## src/multi_slot_periodic_timer_assert.svh

```systemverilog
// Assertion macros shared by the timer table modules
`ifndef MULTI_SLOT_PERIODIC_TIMER_ASSERT_SVH
`define MULTI_SLOT_PERIODIC_TIMER_ASSERT_SVH

// same-cycle implication
`define MSPT_ASSERT_IMPL(lbl, clk, rst_n, ante, cons) \
    lbl: assert property (@(posedge clk) disable iff (!rst_n) (ante) |-> (cons)) \
        else $error("assertion failed");

// next-cycle implication
`define MSPT_ASSERT_NEXT(lbl, clk, rst_n, ante, cons) \
    lbl: assert property (@(posedge clk) disable iff (!rst_n) (ante) |=> (cons)) \
        else $error("assertion failed");

`endif

```

## src/msp_pkg.sv

```systemverilog
package msp_pkg;

    localparam int SLOTS      = 32;
    localparam int SLOT_W     = (SLOTS > 1) ? $clog2(SLOTS) : 1;
    localparam int CNT_W      = $clog2(SLOTS + 1);
    localparam int COUNT_W    = 24;
    localparam logic [COUNT_W-1:0] COUNT_MAX = '1;
    localparam int STEP_W     = 10;
    localparam logic [STEP_W-1:0] STEP_RESET = 10'd10;
    localparam int RESULT_CAP = 32;
    localparam int CAP_W      = $clog2(RESULT_CAP + 1);
    localparam int MODE_W     = 2;
    localparam int KIND_W     = 3;
    localparam int SLOT_NUM_W = 5;
    localparam int CMD_DEPTH  = 2;
    localparam int QPTR_W     = (CMD_DEPTH > 1) ? $clog2(CMD_DEPTH) : 1;
    localparam int QCNT_W     = $clog2(CMD_DEPTH + 1);

    localparam logic [MODE_W-1:0] MODE_TICK    = 2'd0;
    localparam logic [MODE_W-1:0] MODE_CREATE  = 2'd1;
    localparam logic [MODE_W-1:0] MODE_DESTROY = 2'd2;

    typedef enum logic [KIND_W-1:0] {
        KIND_CREATED   = 3'd0,
        KIND_FULL      = 3'd1,
        KIND_DESTROYED = 3'd2,
        KIND_EXPIRED   = 3'd3,
        KIND_IDLE_TICK = 3'd4
    } kind_t;

    typedef enum logic [1:0] {
        OP_TICK,
        OP_CREATE,
        OP_DESTROY
    } op_t;

    typedef struct packed {
        op_t                   op;
        logic [COUNT_W-1:0]    interval;
        logic                  notify;
        logic [SLOT_NUM_W-1:0] slot;
        logic                  slot_ok;
    } cmd_t;

    typedef enum logic [2:0] {
        ST_IDLE,
        ST_CREATE,
        ST_TICK,
        ST_FINISH,
        ST_REPLY
    } eng_state_t;

endpackage

```

## src/msp_in_if.sv

```systemverilog
interface msp_in_if
    import msp_pkg::*;
();
    logic                  valid;
    logic                  ready;
    logic [MODE_W-1:0]     mode;
    logic [COUNT_W-1:0]    interval_ms;
    logic                  notify;
    logic [SLOT_NUM_W-1:0] slot_id;

    modport source (output valid, output mode, output interval_ms, output notify,
                    output slot_id, input ready);
    modport sink   (input valid, input mode, input interval_ms, input notify,
                    input slot_id, output ready);
endinterface

```

## src/msp_out_if.sv

```systemverilog
interface msp_out_if
    import msp_pkg::*;
();
    logic                  valid;
    logic                  ready;
    logic [KIND_W-1:0]     kind;
    logic [SLOT_NUM_W-1:0] slot_num;
    logic                  last;

    modport source (output valid, output kind, output slot_num, output last, input ready);
    modport sink   (input valid, input kind, input slot_num, input last, output ready);
endinterface

```

## src/msp_front.sv

```systemverilog
module msp_front
    import msp_pkg::*;
(
    msp_in_if.sink req,
    input  logic   q_full,
    output logic   q_push,
    output cmd_t   q_cmd
);

    logic known;

    assign req.ready = !q_full;

    always_comb
    begin
        known          = 1'b1;
        q_cmd.op       = OP_TICK;
        q_cmd.interval = req.interval_ms;
        q_cmd.notify   = req.notify;
        q_cmd.slot     = req.slot_id;
        q_cmd.slot_ok  = (32'(req.slot_id) < SLOTS);
        case (req.mode)
            MODE_TICK:    q_cmd.op = OP_TICK;
            MODE_CREATE:  q_cmd.op = OP_CREATE;
            MODE_DESTROY: q_cmd.op = OP_DESTROY;
            default:      known = 1'b0;
        endcase
    end

    // drop unknown modes
    assign q_push = req.valid && !q_full && known;

endmodule

```

## src/msp_cmd_queue.sv

```systemverilog
`include "multi_slot_periodic_timer_assert.svh"

module msp_cmd_queue
    import msp_pkg::*;
(
    input  logic clk,
    input  logic rst_n,
    input  logic push,
    input  cmd_t push_cmd,
    output logic full,
    input  logic pop,
    output logic head_valid,
    output cmd_t head_cmd
);

    cmd_t              entry_reg [CMD_DEPTH];
    logic [QPTR_W-1:0] wr_ptr_reg, wr_ptr_next;
    logic [QPTR_W-1:0] rd_ptr_reg, rd_ptr_next;
    logic [QCNT_W-1:0] cnt_reg, cnt_next;

    assign full       = (cnt_reg == QCNT_W'(CMD_DEPTH));
    assign head_valid = (cnt_reg != '0);
    assign head_cmd   = entry_reg[rd_ptr_reg];

    always_comb
    begin
        wr_ptr_next = wr_ptr_reg;
        rd_ptr_next = rd_ptr_reg;
        cnt_next    = cnt_reg;
        if (push)
        begin
            wr_ptr_next = (wr_ptr_reg == QPTR_W'(CMD_DEPTH - 1)) ? '0 : wr_ptr_reg + 1'b1;
        end
        if (pop)
        begin
            rd_ptr_next = (rd_ptr_reg == QPTR_W'(CMD_DEPTH - 1)) ? '0 : rd_ptr_reg + 1'b1;
        end
        if (push && !pop)
        begin
            cnt_next = cnt_reg + 1'b1;
        end
        else if (pop && !push)
        begin
            cnt_next = cnt_reg - 1'b1;
        end
    end

    always_ff @(posedge clk or negedge rst_n)
    begin
        if (!rst_n)
        begin
            wr_ptr_reg <= '0;
            rd_ptr_reg <= '0;
            cnt_reg    <= '0;
        end
        else
        begin
            wr_ptr_reg <= wr_ptr_next;
            rd_ptr_reg <= rd_ptr_next;
            cnt_reg    <= cnt_next;
        end
    end

    always_ff @(posedge clk)
    begin
        if (push)
        begin
            entry_reg[wr_ptr_reg] <= push_cmd;
        end
    end

    `MSPT_ASSERT_IMPL(a_no_overflow, clk, rst_n, push, !full)
    `MSPT_ASSERT_IMPL(a_no_underflow, clk, rst_n, pop, head_valid)
    `MSPT_ASSERT_NEXT(a_fill_tracks, clk, rst_n, push && !pop, cnt_reg != '0)

endmodule

```

## src/msp_engine.sv

```systemverilog
`include "multi_slot_periodic_timer_assert.svh"

module msp_engine
    import msp_pkg::*;
(
    input  logic              clk,
    input  logic              rst_n,
    input  logic              cfg_we,
    input  logic [STEP_W-1:0] cfg_wdata,
    input  logic              q_valid,
    input  cmd_t              q_cmd,
    output logic              q_pop,
    msp_out_if.source         rsp
);

    eng_state_t            state_reg, state_next;
    cmd_t                  cmd_reg, cmd_next;
    logic [CNT_W-1:0]      idx_reg, idx_next;
    logic [SLOTS-1:0]      occ_reg, occ_next;
    logic [SLOTS-1:0]      arm_reg, arm_next;
    logic [STEP_W-1:0]     step_reg;

    logic [COUNT_W-1:0]    period_mem  [SLOTS];
    logic [COUNT_W-1:0]    elapsed_mem [SLOTS];
    logic [COUNT_W-1:0]    rd_period_reg;
    logic [COUNT_W-1:0]    rd_elapsed_reg;

    logic                  b_valid_reg, b_valid_next;
    logic [SLOT_W-1:0]     b_idx_reg;
    logic                  b_act_reg;

    logic                  pend_valid_reg, pend_valid_next;
    logic [SLOT_NUM_W-1:0] pend_slot_reg, pend_slot_next;
    logic [CAP_W-1:0]      res_cnt_reg, res_cnt_next;

    kind_t                 reply_kind_reg, reply_kind_next;
    logic [SLOT_NUM_W-1:0] reply_slot_reg, reply_slot_next;

    logic                  out_valid_reg;
    kind_t                 out_kind_reg;
    logic [SLOT_NUM_W-1:0] out_slot_reg;
    logic                  out_last_reg;

    logic                  out_free;
    logic                  emit;
    kind_t                 emit_kind;
    logic [SLOT_NUM_W-1:0] emit_slot;
    logic                  emit_last;

    logic [SLOT_W-1:0]     cur_slot;
    logic                  cur_free;
    logic                  scan_last;
    logic                  issue_more;
    logic                  rd_en;
    logic [COUNT_W:0]      sum;
    logic [COUNT_W-1:0]    sat;
    logic                  expire;
    logic                  record;
    logic                  stall;
    logic                  b_go;
    logic                  tick_end;

    logic                  per_we;
    logic                  ela_we;
    logic [SLOT_W-1:0]     ela_addr;
    logic [COUNT_W-1:0]    ela_data;

    assign out_free   = !out_valid_reg || rsp.ready;
    assign cur_slot   = idx_reg[SLOT_W-1:0];
    assign cur_free   = !occ_reg[cur_slot];
    assign scan_last  = (idx_reg == CNT_W'(SLOTS - 1));
    assign issue_more = (idx_reg < CNT_W'(SLOTS));

    assign sum    = {1'b0, rd_elapsed_reg} + (COUNT_W + 1)'(step_reg);
    assign sat    = sum[COUNT_W] ? COUNT_MAX : sum[COUNT_W-1:0];
    assign expire = b_act_reg && (sat >= rd_period_reg);
    assign record = expire && (res_cnt_reg < CAP_W'(RESULT_CAP));
    assign stall  = b_valid_reg && record && pend_valid_reg && !out_free;
    assign b_go   = b_valid_reg && !stall;
    assign rd_en  = (state_reg == ST_TICK) && issue_more && (!b_valid_reg || b_go);
    assign tick_end = !issue_more && (!b_valid_reg || b_go);

    always_comb
    begin
        state_next = state_reg;
        case (state_reg)
            ST_IDLE:
            begin
                if (q_valid)
                begin
                    case (q_cmd.op)
                        OP_TICK:    state_next = ST_TICK;
                        OP_CREATE:  state_next = ST_CREATE;
                        OP_DESTROY: state_next = ST_REPLY;
                        default:    state_next = ST_IDLE;
                    endcase
                end
            end
            ST_CREATE:
            begin
                if (cur_free || scan_last)
                begin
                    state_next = ST_REPLY;
                end
            end
            ST_TICK:
            begin
                if (tick_end)
                begin
                    state_next = ST_FINISH;
                end
            end
            ST_FINISH, ST_REPLY:
            begin
                if (out_free)
                begin
                    state_next = ST_IDLE;
                end
            end
            default: state_next = ST_IDLE;
        endcase
    end

    always_comb
    begin
        cmd_next        = cmd_reg;
        idx_next        = idx_reg;
        occ_next        = occ_reg;
        arm_next        = arm_reg;
        pend_valid_next = pend_valid_reg;
        pend_slot_next  = pend_slot_reg;
        res_cnt_next    = res_cnt_reg;
        reply_kind_next = reply_kind_reg;
        reply_slot_next = reply_slot_reg;
        b_valid_next    = b_valid_reg;
        q_pop           = 1'b0;
        emit            = 1'b0;
        emit_kind       = KIND_IDLE_TICK;
        emit_slot       = '0;
        emit_last       = 1'b1;
        per_we          = 1'b0;
        ela_we          = 1'b0;
        ela_addr        = cur_slot;
        ela_data        = '0;
        case (state_reg)
            ST_IDLE:
            begin
                if (q_valid)
                begin
                    q_pop        = 1'b1;
                    cmd_next     = q_cmd;
                    idx_next     = '0;
                    res_cnt_next = '0;
                    if (q_cmd.op == OP_DESTROY)
                    begin
                        if (q_cmd.slot_ok)
                        begin
                            occ_next[SLOT_W'(q_cmd.slot)] = 1'b0;
                            arm_next[SLOT_W'(q_cmd.slot)] = 1'b0;
                        end
                        reply_kind_next = KIND_DESTROYED;
                        reply_slot_next = q_cmd.slot;
                    end
                end
            end
            ST_CREATE:
            begin
                if (cur_free)
                begin
                    occ_next[cur_slot] = 1'b1;
                    arm_next[cur_slot] = cmd_reg.notify;
                    per_we             = 1'b1;
                    ela_we             = 1'b1;
                    reply_kind_next    = KIND_CREATED;
                    reply_slot_next    = SLOT_NUM_W'(cur_slot);
                end
                else if (scan_last)
                begin
                    reply_kind_next = KIND_FULL;
                    reply_slot_next = '0;
                end
                else
                begin
                    idx_next = idx_reg + 1'b1;
                end
            end
            ST_TICK:
            begin
                if (rd_en)
                begin
                    idx_next = idx_reg + 1'b1;
                end
                b_valid_next = rd_en ? 1'b1 : (b_go ? 1'b0 : b_valid_reg);
                if (b_go)
                begin
                    ela_we   = b_act_reg;
                    ela_addr = b_idx_reg;
                    ela_data = expire ? '0 : sat;
                    if (record)
                    begin
                        // release the held expiry before taking the new one
                        if (pend_valid_reg)
                        begin
                            emit      = 1'b1;
                            emit_kind = KIND_EXPIRED;
                            emit_slot = pend_slot_reg;
                            emit_last = 1'b0;
                        end
                        pend_valid_next = 1'b1;
                        pend_slot_next  = SLOT_NUM_W'(b_idx_reg);
                        res_cnt_next    = res_cnt_reg + 1'b1;
                    end
                end
            end
            ST_FINISH:
            begin
                if (out_free)
                begin
                    emit            = 1'b1;
                    emit_kind       = pend_valid_reg ? KIND_EXPIRED : KIND_IDLE_TICK;
                    emit_slot       = pend_valid_reg ? pend_slot_reg : '0;
                    emit_last       = 1'b1;
                    pend_valid_next = 1'b0;
                end
            end
            ST_REPLY:
            begin
                if (out_free)
                begin
                    emit      = 1'b1;
                    emit_kind = reply_kind_reg;
                    emit_slot = reply_slot_reg;
                    emit_last = 1'b1;
                end
            end
            default:
            begin
                b_valid_next = 1'b0;
            end
        endcase
    end

    always_ff @(posedge clk or negedge rst_n)
    begin
        if (!rst_n)
        begin
            state_reg      <= ST_IDLE;
            idx_reg        <= '0;
            occ_reg        <= '0;
            arm_reg        <= '0;
            step_reg       <= STEP_RESET;
            b_valid_reg    <= 1'b0;
            pend_valid_reg <= 1'b0;
            res_cnt_reg    <= '0;
            out_valid_reg  <= 1'b0;
        end
        else
        begin
            state_reg      <= state_next;
            idx_reg        <= idx_next;
            occ_reg        <= occ_next;
            arm_reg        <= arm_next;
            b_valid_reg    <= b_valid_next;
            pend_valid_reg <= pend_valid_next;
            res_cnt_reg    <= res_cnt_next;
            if (cfg_we)
            begin
                step_reg <= cfg_wdata;
            end
            if (emit)
            begin
                out_valid_reg <= 1'b1;
            end
            else if (rsp.ready)
            begin
                out_valid_reg <= 1'b0;
            end
        end
    end

    always_ff @(posedge clk)
    begin
        cmd_reg        <= cmd_next;
        pend_slot_reg  <= pend_slot_next;
        reply_kind_reg <= reply_kind_next;
        reply_slot_reg <= reply_slot_next;
        if (rd_en)
        begin
            b_idx_reg <= cur_slot;
            b_act_reg <= occ_reg[cur_slot] && arm_reg[cur_slot];
        end
        if (emit)
        begin
            out_kind_reg <= emit_kind;
            out_slot_reg <= emit_slot;
            out_last_reg <= emit_last;
        end
    end

    always_ff @(posedge clk)
    begin
        if (per_we)
        begin
            period_mem[cur_slot] <= cmd_reg.interval;
        end
        if (ela_we)
        begin
            elapsed_mem[ela_addr] <= ela_data;
        end
        if (rd_en)
        begin
            rd_period_reg  <= period_mem[cur_slot];
            rd_elapsed_reg <= elapsed_mem[cur_slot];
        end
    end

    assign rsp.valid    = out_valid_reg;
    assign rsp.kind     = out_kind_reg;
    assign rsp.slot_num = out_slot_reg;
    assign rsp.last     = out_last_reg;

    `MSPT_ASSERT_IMPL(a_pend_in_tick, clk, rst_n, pend_valid_reg, (state_reg == ST_TICK) || (state_reg == ST_FINISH))
    `MSPT_ASSERT_IMPL(a_stage_in_tick, clk, rst_n, b_valid_reg, state_reg == ST_TICK)
    `MSPT_ASSERT_IMPL(a_emit_room, clk, rst_n, emit, out_free)
    `MSPT_ASSERT_IMPL(a_result_cap, clk, rst_n, 1'b1, res_cnt_reg <= CAP_W'(RESULT_CAP))

endmodule

```

## src/multi_slot_periodic_timer.sv

```systemverilog
// Table of 32 periodic timers. Create takes the lowest free slot and answers with its
// number or with table full; destroy frees a slot; tick adds tick_step to every armed
// slot, reports each expiry in slot order with last on the final one, or one idle-tick
// result when nothing expires. Items enter a two-deep command queue, so the input side
// keeps taking items while the table is busy until the queue is full. The table executes
// one item at a time: a create scans upward from slot 0 for the free slot, and a tick
// walks the period and elapsed memories at one slot per cycle unless result
// backpressure stalls the walk.
// Period and elapsed memories need no clearing after reset.
module multi_slot_periodic_timer
    import msp_pkg::*;
(
    input  logic              clk,
    input  logic              rst_n,
    input  logic              cfg_we,
    input  logic [STEP_W-1:0] cfg_wdata,
    msp_in_if.sink            req,
    msp_out_if.source         rsp
);

    logic push;
    cmd_t push_cmd;
    logic full;
    logic pop;
    logic head_valid;
    cmd_t head_cmd;

    msp_front u_front (
        .req    (req),
        .q_full (full),
        .q_push (push),
        .q_cmd  (push_cmd)
    );

    msp_cmd_queue u_queue (
        .clk        (clk),
        .rst_n      (rst_n),
        .push       (push),
        .push_cmd   (push_cmd),
        .full       (full),
        .pop        (pop),
        .head_valid (head_valid),
        .head_cmd   (head_cmd)
    );

    msp_engine u_engine (
        .clk       (clk),
        .rst_n     (rst_n),
        .cfg_we    (cfg_we),
        .cfg_wdata (cfg_wdata),
        .q_valid   (head_valid),
        .q_cmd     (head_cmd),
        .q_pop     (pop),
        .rsp       (rsp)
    );

endmodule

```

## src/flat_wrapper.sv

```systemverilog
// flat-port wrapper written by rule: the top's interface ports become plain ports
module multi_slot_periodic_timer_flat import msp_pkg::*;
  (clk, rst_n, cfg_we, cfg_wdata, req_valid, req_mode, req_interval_ms, req_notify, req_slot_id, req_ready, rsp_valid, rsp_kind, rsp_slot_num, rsp_last, rsp_ready);
  msp_in_if req_i ();
  msp_out_if rsp_i ();
  input  logic clk;
  input  logic rst_n;
  input  logic cfg_we;
  input  logic [STEP_W-1:0] cfg_wdata;
  input wire logic [$bits(req_i.valid)-1:0] req_valid;
  input wire logic [$bits(req_i.mode)-1:0] req_mode;
  input wire logic [$bits(req_i.interval_ms)-1:0] req_interval_ms;
  input wire logic [$bits(req_i.notify)-1:0] req_notify;
  input wire logic [$bits(req_i.slot_id)-1:0] req_slot_id;
  output wire logic [$bits(req_i.ready)-1:0] req_ready;
  output wire logic [$bits(rsp_i.valid)-1:0] rsp_valid;
  output wire logic [$bits(rsp_i.kind)-1:0] rsp_kind;
  output wire logic [$bits(rsp_i.slot_num)-1:0] rsp_slot_num;
  output wire logic [$bits(rsp_i.last)-1:0] rsp_last;
  input wire logic [$bits(rsp_i.ready)-1:0] rsp_ready;
  assign req_i.valid = req_valid;
  assign req_i.mode = req_mode;
  assign req_i.interval_ms = req_interval_ms;
  assign req_i.notify = req_notify;
  assign req_i.slot_id = req_slot_id;
  assign req_ready = req_i.ready;
  assign rsp_valid = rsp_i.valid;
  assign rsp_kind = rsp_i.kind;
  assign rsp_slot_num = rsp_i.slot_num;
  assign rsp_last = rsp_i.last;
  assign rsp_i.ready = rsp_ready;
  multi_slot_periodic_timer u_core (.clk(clk), .rst_n(rst_n), .cfg_we(cfg_we), .cfg_wdata(cfg_wdata), .req(req_i), .rsp(rsp_i));
endmodule
```

## config.mk

```make
export PLATFORM = sky130hd
export DESIGN_NAME = multi_slot_periodic_timer_flat
export DESIGN_NICKNAME = d
export VERILOG_FILES = /design/src/msp_pkg.sv /design/src/msp_in_if.sv /design/src/msp_out_if.sv /design/src/msp_front.sv /design/src/msp_cmd_queue.sv /design/src/msp_engine.sv /design/src/multi_slot_periodic_timer.sv /design/src/flat_wrapper.sv
export VERILOG_INCLUDE_DIRS = /design/src /design/src/src
export SDC_FILE = /design/constraint.sdc
export NUM_CORES = 2
export LEC_CHECK = 0
export ABC_AREA = 0
export BUFFER_PORTS_ARGS = -buffer_cell sky130_fd_sc_hd__buf_4
export CAP_MARGIN = 10
export CORE_ASPECT_RATIO = 0.9
export CORE_MARGIN = 2
export CORE_UTILIZATION = 45
export DETAILED_ROUTE_END_ITERATION = 12
export GPL_TIMING_DRIVEN = 0
export PLACE_DENSITY = 0.66
export SLEW_MARGIN = 20
export SYNTH_ARGS = -nofsm -noshare
export SYNTH_HDL_FRONTEND = slang
export SYNTH_SLANG_ARGS = --single-unit
```

## constraint.sdc

```tcl
create_clock -name clk -period 21.3 [get_ports clk]
set_input_delay 4.26 -clock clk [delete_from_list [all_inputs] [get_ports clk]]
set_output_delay 4.26 -clock clk [all_outputs]
set_load 0.005 [all_outputs]
```

# Word-level counts from Yosys, hierarchy flattened
# Memory sizes are Yosys's and may differ from the RTL's. A register that Yosys moved wholly into a read port is not among the register bits.
# Cells that the tools add are included.
totals:
  ram_bits: 1600
  n_memories: 3
  reg_bits: 149
  out_inout_bits: 11
  word_cells: 213
  input_bits: 47
op_classes:
  add_sub_neg: 7
  muxes: 94
  bitwise: 5
  n_reduce_logical: 50
  n_lt_le_gt_ge: 7
  n_eq_ne: 25
memory_table:
  columns: ["memory", "words", "word_bits", "rd", "rd_clocked_by_memory_dff", "write_ports", "line", "text"]
  rows:
  - ["u_core.u_engine.elapsed_mem", 32, 24, 1, 1, 1, "msp_engine.sv:24", "logic [COUNT_W-1:0] elapsed_mem [SLOTS];"]
  - ["u_core.u_engine.period_mem", 32, 24, 1, 1, 1, "msp_engine.sv:23", "logic [COUNT_W-1:0] period_mem [SLOTS];"]
  - ["u_core.u_queue.entry_reg", 2, 32, 1, 0, 1, "msp_cmd_queue.sv:16", "cmd_t entry_reg [CMD_DEPTH];"]
op_table:
  columns: ["op", "count"]
  rows:
  - ["32-bit 2-to-1 mux", 8]
  - ["32-bit case mux with 2 select lines", 2]
  - ["24-bit 2-to-1 mux", 4]
  - ["32-bit bitwise AND", 2]
  - ["5-bit 2-to-1 mux", 11]
  - ["3-bit 2-to-1 mux", 13]
  - ["6-bit 2-to-1 mux", 6]
  - ["32-bit bitwise mux", 1]
  - ["32-bit inverter", 1]
  - ["32-bit bitwise OR", 1]
  - ["1-bit 2-to-1 mux", 30]
  - ["24-bit by 10-bit adder with 25-bit output", 1]
  - ["24-bit greater-or-equal comparator", 1]
  - ["2-bit inequality test, second input constant", 11]
  - ["3-bit case mux with 3 select lines", 2]
  - ["6-bit case mux with 3 select lines", 1]
  - ["1-bit logical AND", 16]
  - ["4-bit AND reduction", 4]
  - ["5-bit case mux with 3 select lines", 1]
  - ["6-bit by 1-bit adder with 6-bit output, second input constant", 2]
  - ["5-bit by 6-bit < comparator with 1-bit output, second input constant", 2]
  - ["6-bit < comparator, second input constant", 2]
  - ["3-bit case mux with 4 select lines", 1]
  - ["6-bit case mux with 2 select lines", 1]
  - ["32 further kinds", 64]

# Depth between registers and ports, before layout
depth:
  word_depth: 14
  ltp_mapped: 20
  ltp_nobuf: 19

# By module
# From an unflattened synthesis, not the netlist that was laid out.
hier_totals:
  hier_cells: 3513
  area_unflattened_um2: 70874.2
modules_own_cells:
  columns: ["module", "cells_each", "n_inst", "area_each_um2"]
  rows:
  - ["msp_engine", 3357, 1, 67883.9]
  - ["msp_cmd_queue", 119, 1, 2722.6]
  - ["msp_front", 37, 1, 267.8]

# Worst setup path after synthesis
# Ideal clock, no wire load.
synth_path:
  path_type: "input -> register"
  start: "input port rsp_ready"
  end: "register u_core.u_engine.b_act_reg (enable)"
  n_path_buf: 0
  setup_time_ns: 0.544
  arrival_time_ns: 8.620
  setup_slack_ns: 12.136
  stages: 5
  cell_sequence: "nor2b_1 > nand2_1 > nor2_1 > o21ai_0 > nor3b_1"
synth_between:
  elab_chain_len: 7
synth_rtl:
  columns: ["item", "line", "text"]
  rows:
  - ["from (decl)", "flat_wrapper.sv:20", "input wire logic [$bits(rsp_i.ready)-1:0] rsp_ready;"]
  - ["1-bit logical OR", "msp_engine.sv:68", "assign out_free = !out_valid_reg || rsp.ready;"]
  - ["1-bit logical NOT", "msp_engine.sv:78", "assign stall = b_valid_reg && record && pend_valid_reg && !out_free;"]
  - ["1-bit logical AND", "msp_engine.sv:78", null]
  - ["1-bit logical NOT", "msp_engine.sv:79", "assign b_go = b_valid_reg && !stall;"]
  - ["1-bit logical AND", "msp_engine.sv:79", null]
  - ["1-bit logical OR", "msp_engine.sv:80", "assign rd_en = (state_reg == ST_TICK) && issue_more && (!b_valid_reg || b_go);"]
  - ["1-bit logical AND", "msp_engine.sv:80", null]
  - ["named net u_core.u_engine.rd_en", "msp_engine.sv:54", "logic rd_en;"]
  - ["to (signal assigned)", "msp_engine.sv:290", "b_act_reg <= occ_reg[cur_slot] && arm_reg[cur_slot];"]
  - ["to (decl)", "msp_engine.sv:30", "logic b_act_reg;"]
# The timed path passes the listed nets, and every way through them passes these cells.
# A chain may end at the register's enable or synchronous reset.

# Final worst setup path
layout_path:
  start: "register u_core.u_engine.step_reg[0]"
  end: "memory u_core.u_engine.elapsed_mem[1][8] (enable)"
layout_between:
  elab_chain_len: 14
  elab_cells_between_ends: 16
  classes_between: "add/sub: 1; order compare: 1; mux: 7; reduce/logical: 7"
layout_rtl:
  columns: ["item", "line", "text"]
  rows:
  - ["from (decl)", "msp_engine.sv:21", "logic [STEP_W-1:0] step_reg;"]
  - ["from (signal assigned)", "msp_engine.sv:268", "step_reg <= cfg_wdata;"]
  - ["24-bit by 10-bit adder with 25-bit output (*)", "msp_engine.sv:74", "assign sum = {1'b0, rd_elapsed_reg} + (COUNT_W + 1)'(step_reg);"]
  - ["24-bit 2-to-1 mux (*)", "msp_engine.sv:75", "assign sat = sum[COUNT_W] ? COUNT_MAX : sum[COUNT_W-1:0];"]
  - ["24-bit greater-or-equal comparator (*)", "msp_engine.sv:76", "assign expire = b_act_reg && (sat >= rd_period_reg);"]
  - ["1-bit logical AND (*)", "msp_engine.sv:76", null]
  - ["1-bit logical AND (*)", "msp_engine.sv:77", "assign record = expire && (res_cnt_reg < CAP_W'(RESULT_CAP));"]
  - ["1-bit logical AND (*) (3 in a row)", "msp_engine.sv:78", null]
  - ["1-bit logical NOT (*)", "msp_engine.sv:79", null]
  - ["1-bit logical AND (*)", "msp_engine.sv:79", null]
  - ["1-bit 2-to-1 mux", "msp_engine.sv:194", "if (b_go)"]
  - ["1-bit case mux with 2 select lines", "msp_engine.sv:145", "case (state_reg)"]
  - ["1-bit 2-to-1 mux", "msp_engine.sv:306", "if (ela_we)"]
  - ["1-bit 2-to-1 mux (not written as such)", "msp_engine.sv:308", "elapsed_mem[ela_addr] <= ela_data;"]
  - ["to (decl)", "msp_engine.sv:24", null]
# Every way passes the cells marked *; elsewhere a longest branch is shown, timed or not.

==> results.txt <==
----------------------------------------------------
[Status]
  Run status ... finished, final reports clean

[Drt]
  Detailed-route wire length per cell ... 32.8 um
  Remaining antenna violation count after routing ... 0
  Via density per instance ... 6.25
  Iteration-0 DRC Markers ... 5106
  Met2 wirelength from detailed routing ... about 92 mm
  Detailed-routing iteration count for the pre-antenna-repair pass ... 6
  Wire length on met1 ... 75.7 mm
  Detailed route wirelength on metal3 ... a little over 20 mm
  Routed vias ... 37454
  Highest signal layer in the routed design ... met5
  Total Wirelength ... about 200 mm
  DRC ... 0

[Yosys]
  Count leader, synth ... sky130_fd_sc_hd__edfxtp_1
  Net count of the mapped netlist ... 3506
  Number of different library cells in the post-synthesis netlist ... between 70 and 80
  Synth top area cells ... sky130_fd_sc_hd__edfxtp_1 (73%), sky130_fd_sc_hd__mux4_2 (13%), sky130_fd_sc_hd__dfrtp_1 (3.4%)
  Area of the mapped netlist ... approximately 0.07 sq mm
  Share of Yosys cell area claimed by the top area cell type ... 0.728
  FFs w/ async S/R, synth ... 0.0535
  Commonest cells in the synthesized netlist ... sky130_fd_sc_hd__edfxtp_1 (1700), sky130_fd_sc_hd__mux4_2 (394), sky130_fd_sc_hd__a22oi_1 (165), sky130_fd_sc_hd__nand2_1 (110), sky130_fd_sc_hd__nor2_1 (110)
  Synthesized area per cell ... slightly above 20 sq um
  Total of warnings raised by yosys ... 0
  Largest area contributor in the synthesized netlist ... sky130_fd_sc_hd__edfxtp_1
  Main synth FF type ... sky130_fd_sc_hd__edfxtp_1
  Synthesis-stage register bit count ... 1796
  Gate count after technology mapping ... 3418
  Seq/Total Area, Yosys ... 0.762
  Number of enable-type register cells in the synthesized netlist ... between 1500 and 2000

[Floorplan]
  Initial core utilization ... 0.453
  Chip height ... 378 um
  Ports ... 58
  Floorplan row count ... 137
  Width of the chip ... 420 um
  Floorplan core area ... 0.155 sq mm
  Die area ... around 0.16 sq mm

[Clock network]
  Number of CTS-inserted buffers ... 178
  PostCTS Resize Cnt ... 0
  Latest clock arrival within the worst-skew pair ... roughly 0.84 ns
  Root Buffer ... sky130_fd_sc_hd__clkbuf_16
  TritonCTS clock tree ... done
  Hold-fix buffer count after cts ... 0
  Setup Buffers After CTS ... 0
  Deepest level of the CTS H-tree ... 4
  Clock transition at path regs ... roughly 0.070 ns
  Clk buf depth ... 3
  Clock sinks ... 1796

[Worst setup path]
  Data required time at the worst endpoint ... ~22 ns
  Signal arrival time at the worst endpoint ... about 9 ns
  Library cell contributing the largest single delay on the critical path ... sky130_fd_sc_hd__mux2i_1
  Critical Setup Path Class ... flip-flop to flip-flop
  Largest incremental delay on the critical path ... around 0.94 ns
  Maximum fanout encountered on the critical timing path ... 13
  Crit end category ... flip-flop
  Startpoint type of the worst setup path ... flip-flop
  Critical path, cell by cell ... ha_1, fa_1, a21o_1, a21oi_1, o211ai_1, a31oi_1, nor2_1, nand2_1, clkbuf_1, nand2_1, ha_1, nand2_1, o21ai_0, a21oi_1, o21ai_0, o211ai_1, o21ai_0, buf_2, mux2i_1, nor2_4, buf_16

[Placement]
  Placer's final routability congestion estimate ... 0.942
  Pre-CTS setup slack ... ~13 ns
  Estimated wirelength of the detail-placed design ... 128 mm
  Count of input and output buffers ... 56

[Power]
  Power spent charging and discharging nets ... 2.82 mW
  Leakage dissipation ... between 20 and 30 nW
  P per Cell Area ... between 100 and 150 mW/mm^2
  P_int ... 6.80 mW
  Clock share of power ... 0.317
  Sequential cell fraction of total power ... 0.479
  Fraction of power spent switching nets ... 0.293
  Worst IR drop on VDD ... around 0.000088 V
  Portion of total power attributed to combinational logic ... 0.204

[Timing]
  Final worst setup slack ... between 10 and 15 ns
  Transition time at the pin with the least slew margin ... 1.29 ns
  Setup violations, final ... 0
  Final critical delay including setup and external delays ... 8.53 ns
  Max frequency ... around 120 MHz
  Setup repair after global routing missed its margin ... no
  Number of hold violations in the final report ... 0
  Remaining max-slew budget at the tightest pin ... 0.142
  Largest clock skew in the final design ... roughly 0.037 ns
  Total negative setup slack ... 0 ns
  Share of the clock period used by the worst path ... 0.401
  Fin. max-slew vios ... 0

[GRT]
  Antenna violations before repair ... 7
  Via count of the first global-routing pass ... about 37000
  Global-route wire length before repair ... 275 mm
  Maximum number of pins on one net before global-route repair ... 97
  Global route total overflow ... 0
  Overall Global Routing Usage ... 0.248

[Worst hold path]
  Tightest Hold Check Type ... flip-flop to flip-flop

[Flow run]
  Maximum Capacitance Violations ... 0

[Cells and area]
  Layout cell share with drive strength beyond 1 ... 0.260
  Final net count ... 3847
  Synthesis-to-finish area growth ... 16.7%

----------------------------------------------------
==> worst paths after layout <==
check | startpoint | end | slack, ns | cells past startpoint
min reg2reg | u_core.u_engine.idx_reg[3] | u_core.u_engine.b_idx_reg[3] | 0.48 | 0
max | u_core.u_engine.step_reg[0] | u_core.u_engine.elapsed_mem[1][8] | 12.77 | 21
max reg2reg | u_core.u_engine.step_reg[0] | u_core.u_engine.elapsed_mem[1][8] | 12.77 | 21
max in group asynchronous | rst_n | u_core.u_engine.step_reg[3] | 17.20 | 2
min | u_core.u_engine.idx_reg[3] | u_core.u_engine.b_idx_reg[3] | 0.48 | 0
min in group asynchronous | rst_n | u_core.u_queue.cnt_reg[0] | 3.32 | 1
==> layer usage <==
metal	vias up	global-route usage
met2	2280	0.387
met4	4	0.0972
li1	14977	-
met1	19771	0.342
met3	422	0.0545
met5	-	0
==> placed cells by master (no fill, tap or decap), types with 21 or more instances in the layout <==
cell	count
sky130_fd_sc_hd__edfxtp_1	1700
sky130_fd_sc_hd__mux4_2	394
sky130_fd_sc_hd__clkbuf_16	179
sky130_fd_sc_hd__a22oi_1	165
sky130_fd_sc_hd__clkbuf_1	128
sky130_fd_sc_hd__nand2_1	110
sky130_fd_sc_hd__dfrtp_1	94
sky130_fd_sc_hd__buf_16	70
sky130_fd_sc_hd__a21oi_1	69
sky130_fd_sc_hd__buf_4	69
sky130_fd_sc_hd__nor2_4	63
sky130_fd_sc_hd__o211ai_1	54
sky130_fd_sc_hd__o21ai_0	53
sky130_fd_sc_hd__nor2_1	52
sky130_fd_sc_hd__mux2i_1	51
sky130_fd_sc_hd__buf_2	50
sky130_fd_sc_hd__inv_1	44
sky130_fd_sc_hd__clkinv_1	44
sky130_fd_sc_hd__mux2_2	42
sky130_fd_sc_hd__ha_1	40
sky130_fd_sc_hd__and3_1	35
sky130_fd_sc_hd__a2bb2oi_1	30
sky130_fd_sc_hd__nand4_1	29
sky130_fd_sc_hd__buf_1	24
sky130_fd_sc_hd__clkinv_2	21
==> through the flow <==
stage               hold slack (ns)  cells  power, mW  area [sq um]   util
finish                        0.484   5991       9.62         81800  0.529
global route                  0.494   5990       9.92         81800  0.529
CTS                           0.480   5981       9.62         81700  0.528
detailed placement            0.453   5655       6.60         76100  0.491
global placement              0.457   5559       6.47         73100  0.473
floorplan                     0.433   3418       5.74         70100      -
==> cell type report <==
| type | instances | area, sq um |
|---|---|---|
| antenna | 1 | 2.50 |
| sequential | 1796 | 53500 |
| clock inverter | 101 | 928 |
| tap | 2085 | 2610 |
| timing repair buffer | 161 | 2770 |
| clock buffer | 225 | 4680 |
| multi-input combinational | 1397 | 16400 |
| buffer | 180 | 791 |
| fill | 11775 | 73000 |
| inverter | 45 | 169 |
==> critical path, delay by kind of cell (launching register included) <==
family | cells | cell delay (ns)
AOI/OAI and AO/OA | 9 | 3.24
buffers and inverters | 3 | 1.32
and+or+nand+nor | 5 | 1.19
adders and majority gates | 3 | 1.10
muxes | 1 | 0.94
DFF | 1 | 0.44
==> power by group through the flow <==
| stage | sequential (mW) | combinational [mW] | clock [mW] |
|---|---|---|---|
| after floorplan | 4.57 | 1.17 | 0 |
| after global placement | 4.71 | 1.76 | 0 |
| after detailed placement | 4.71 | 1.89 | 0 |
| after CTS | 4.64 | 1.90 | 3.08 |
| after global routing | 4.62 | 2.08 | 3.22 |
| final | 4.60 | 1.97 | 3.05 |
==> cell families (layout without fill, tap and decap cells) <==
family,Yosys count,in the layout,synth area share
DFF,1796,1796,0.762
AOI/OAI and AO/OA,462,462,0.0466
other,0,1,0
buffers and inverters,225,712,0.0132
and+or+nand+nor,386,386,0.0270
adders and majority gates,41,41,0.00742
xor gates and xnor gates,21,21,0.00262
muxes,487,487,0.141
Note: power is estimated with default switching activity, not from simulation.
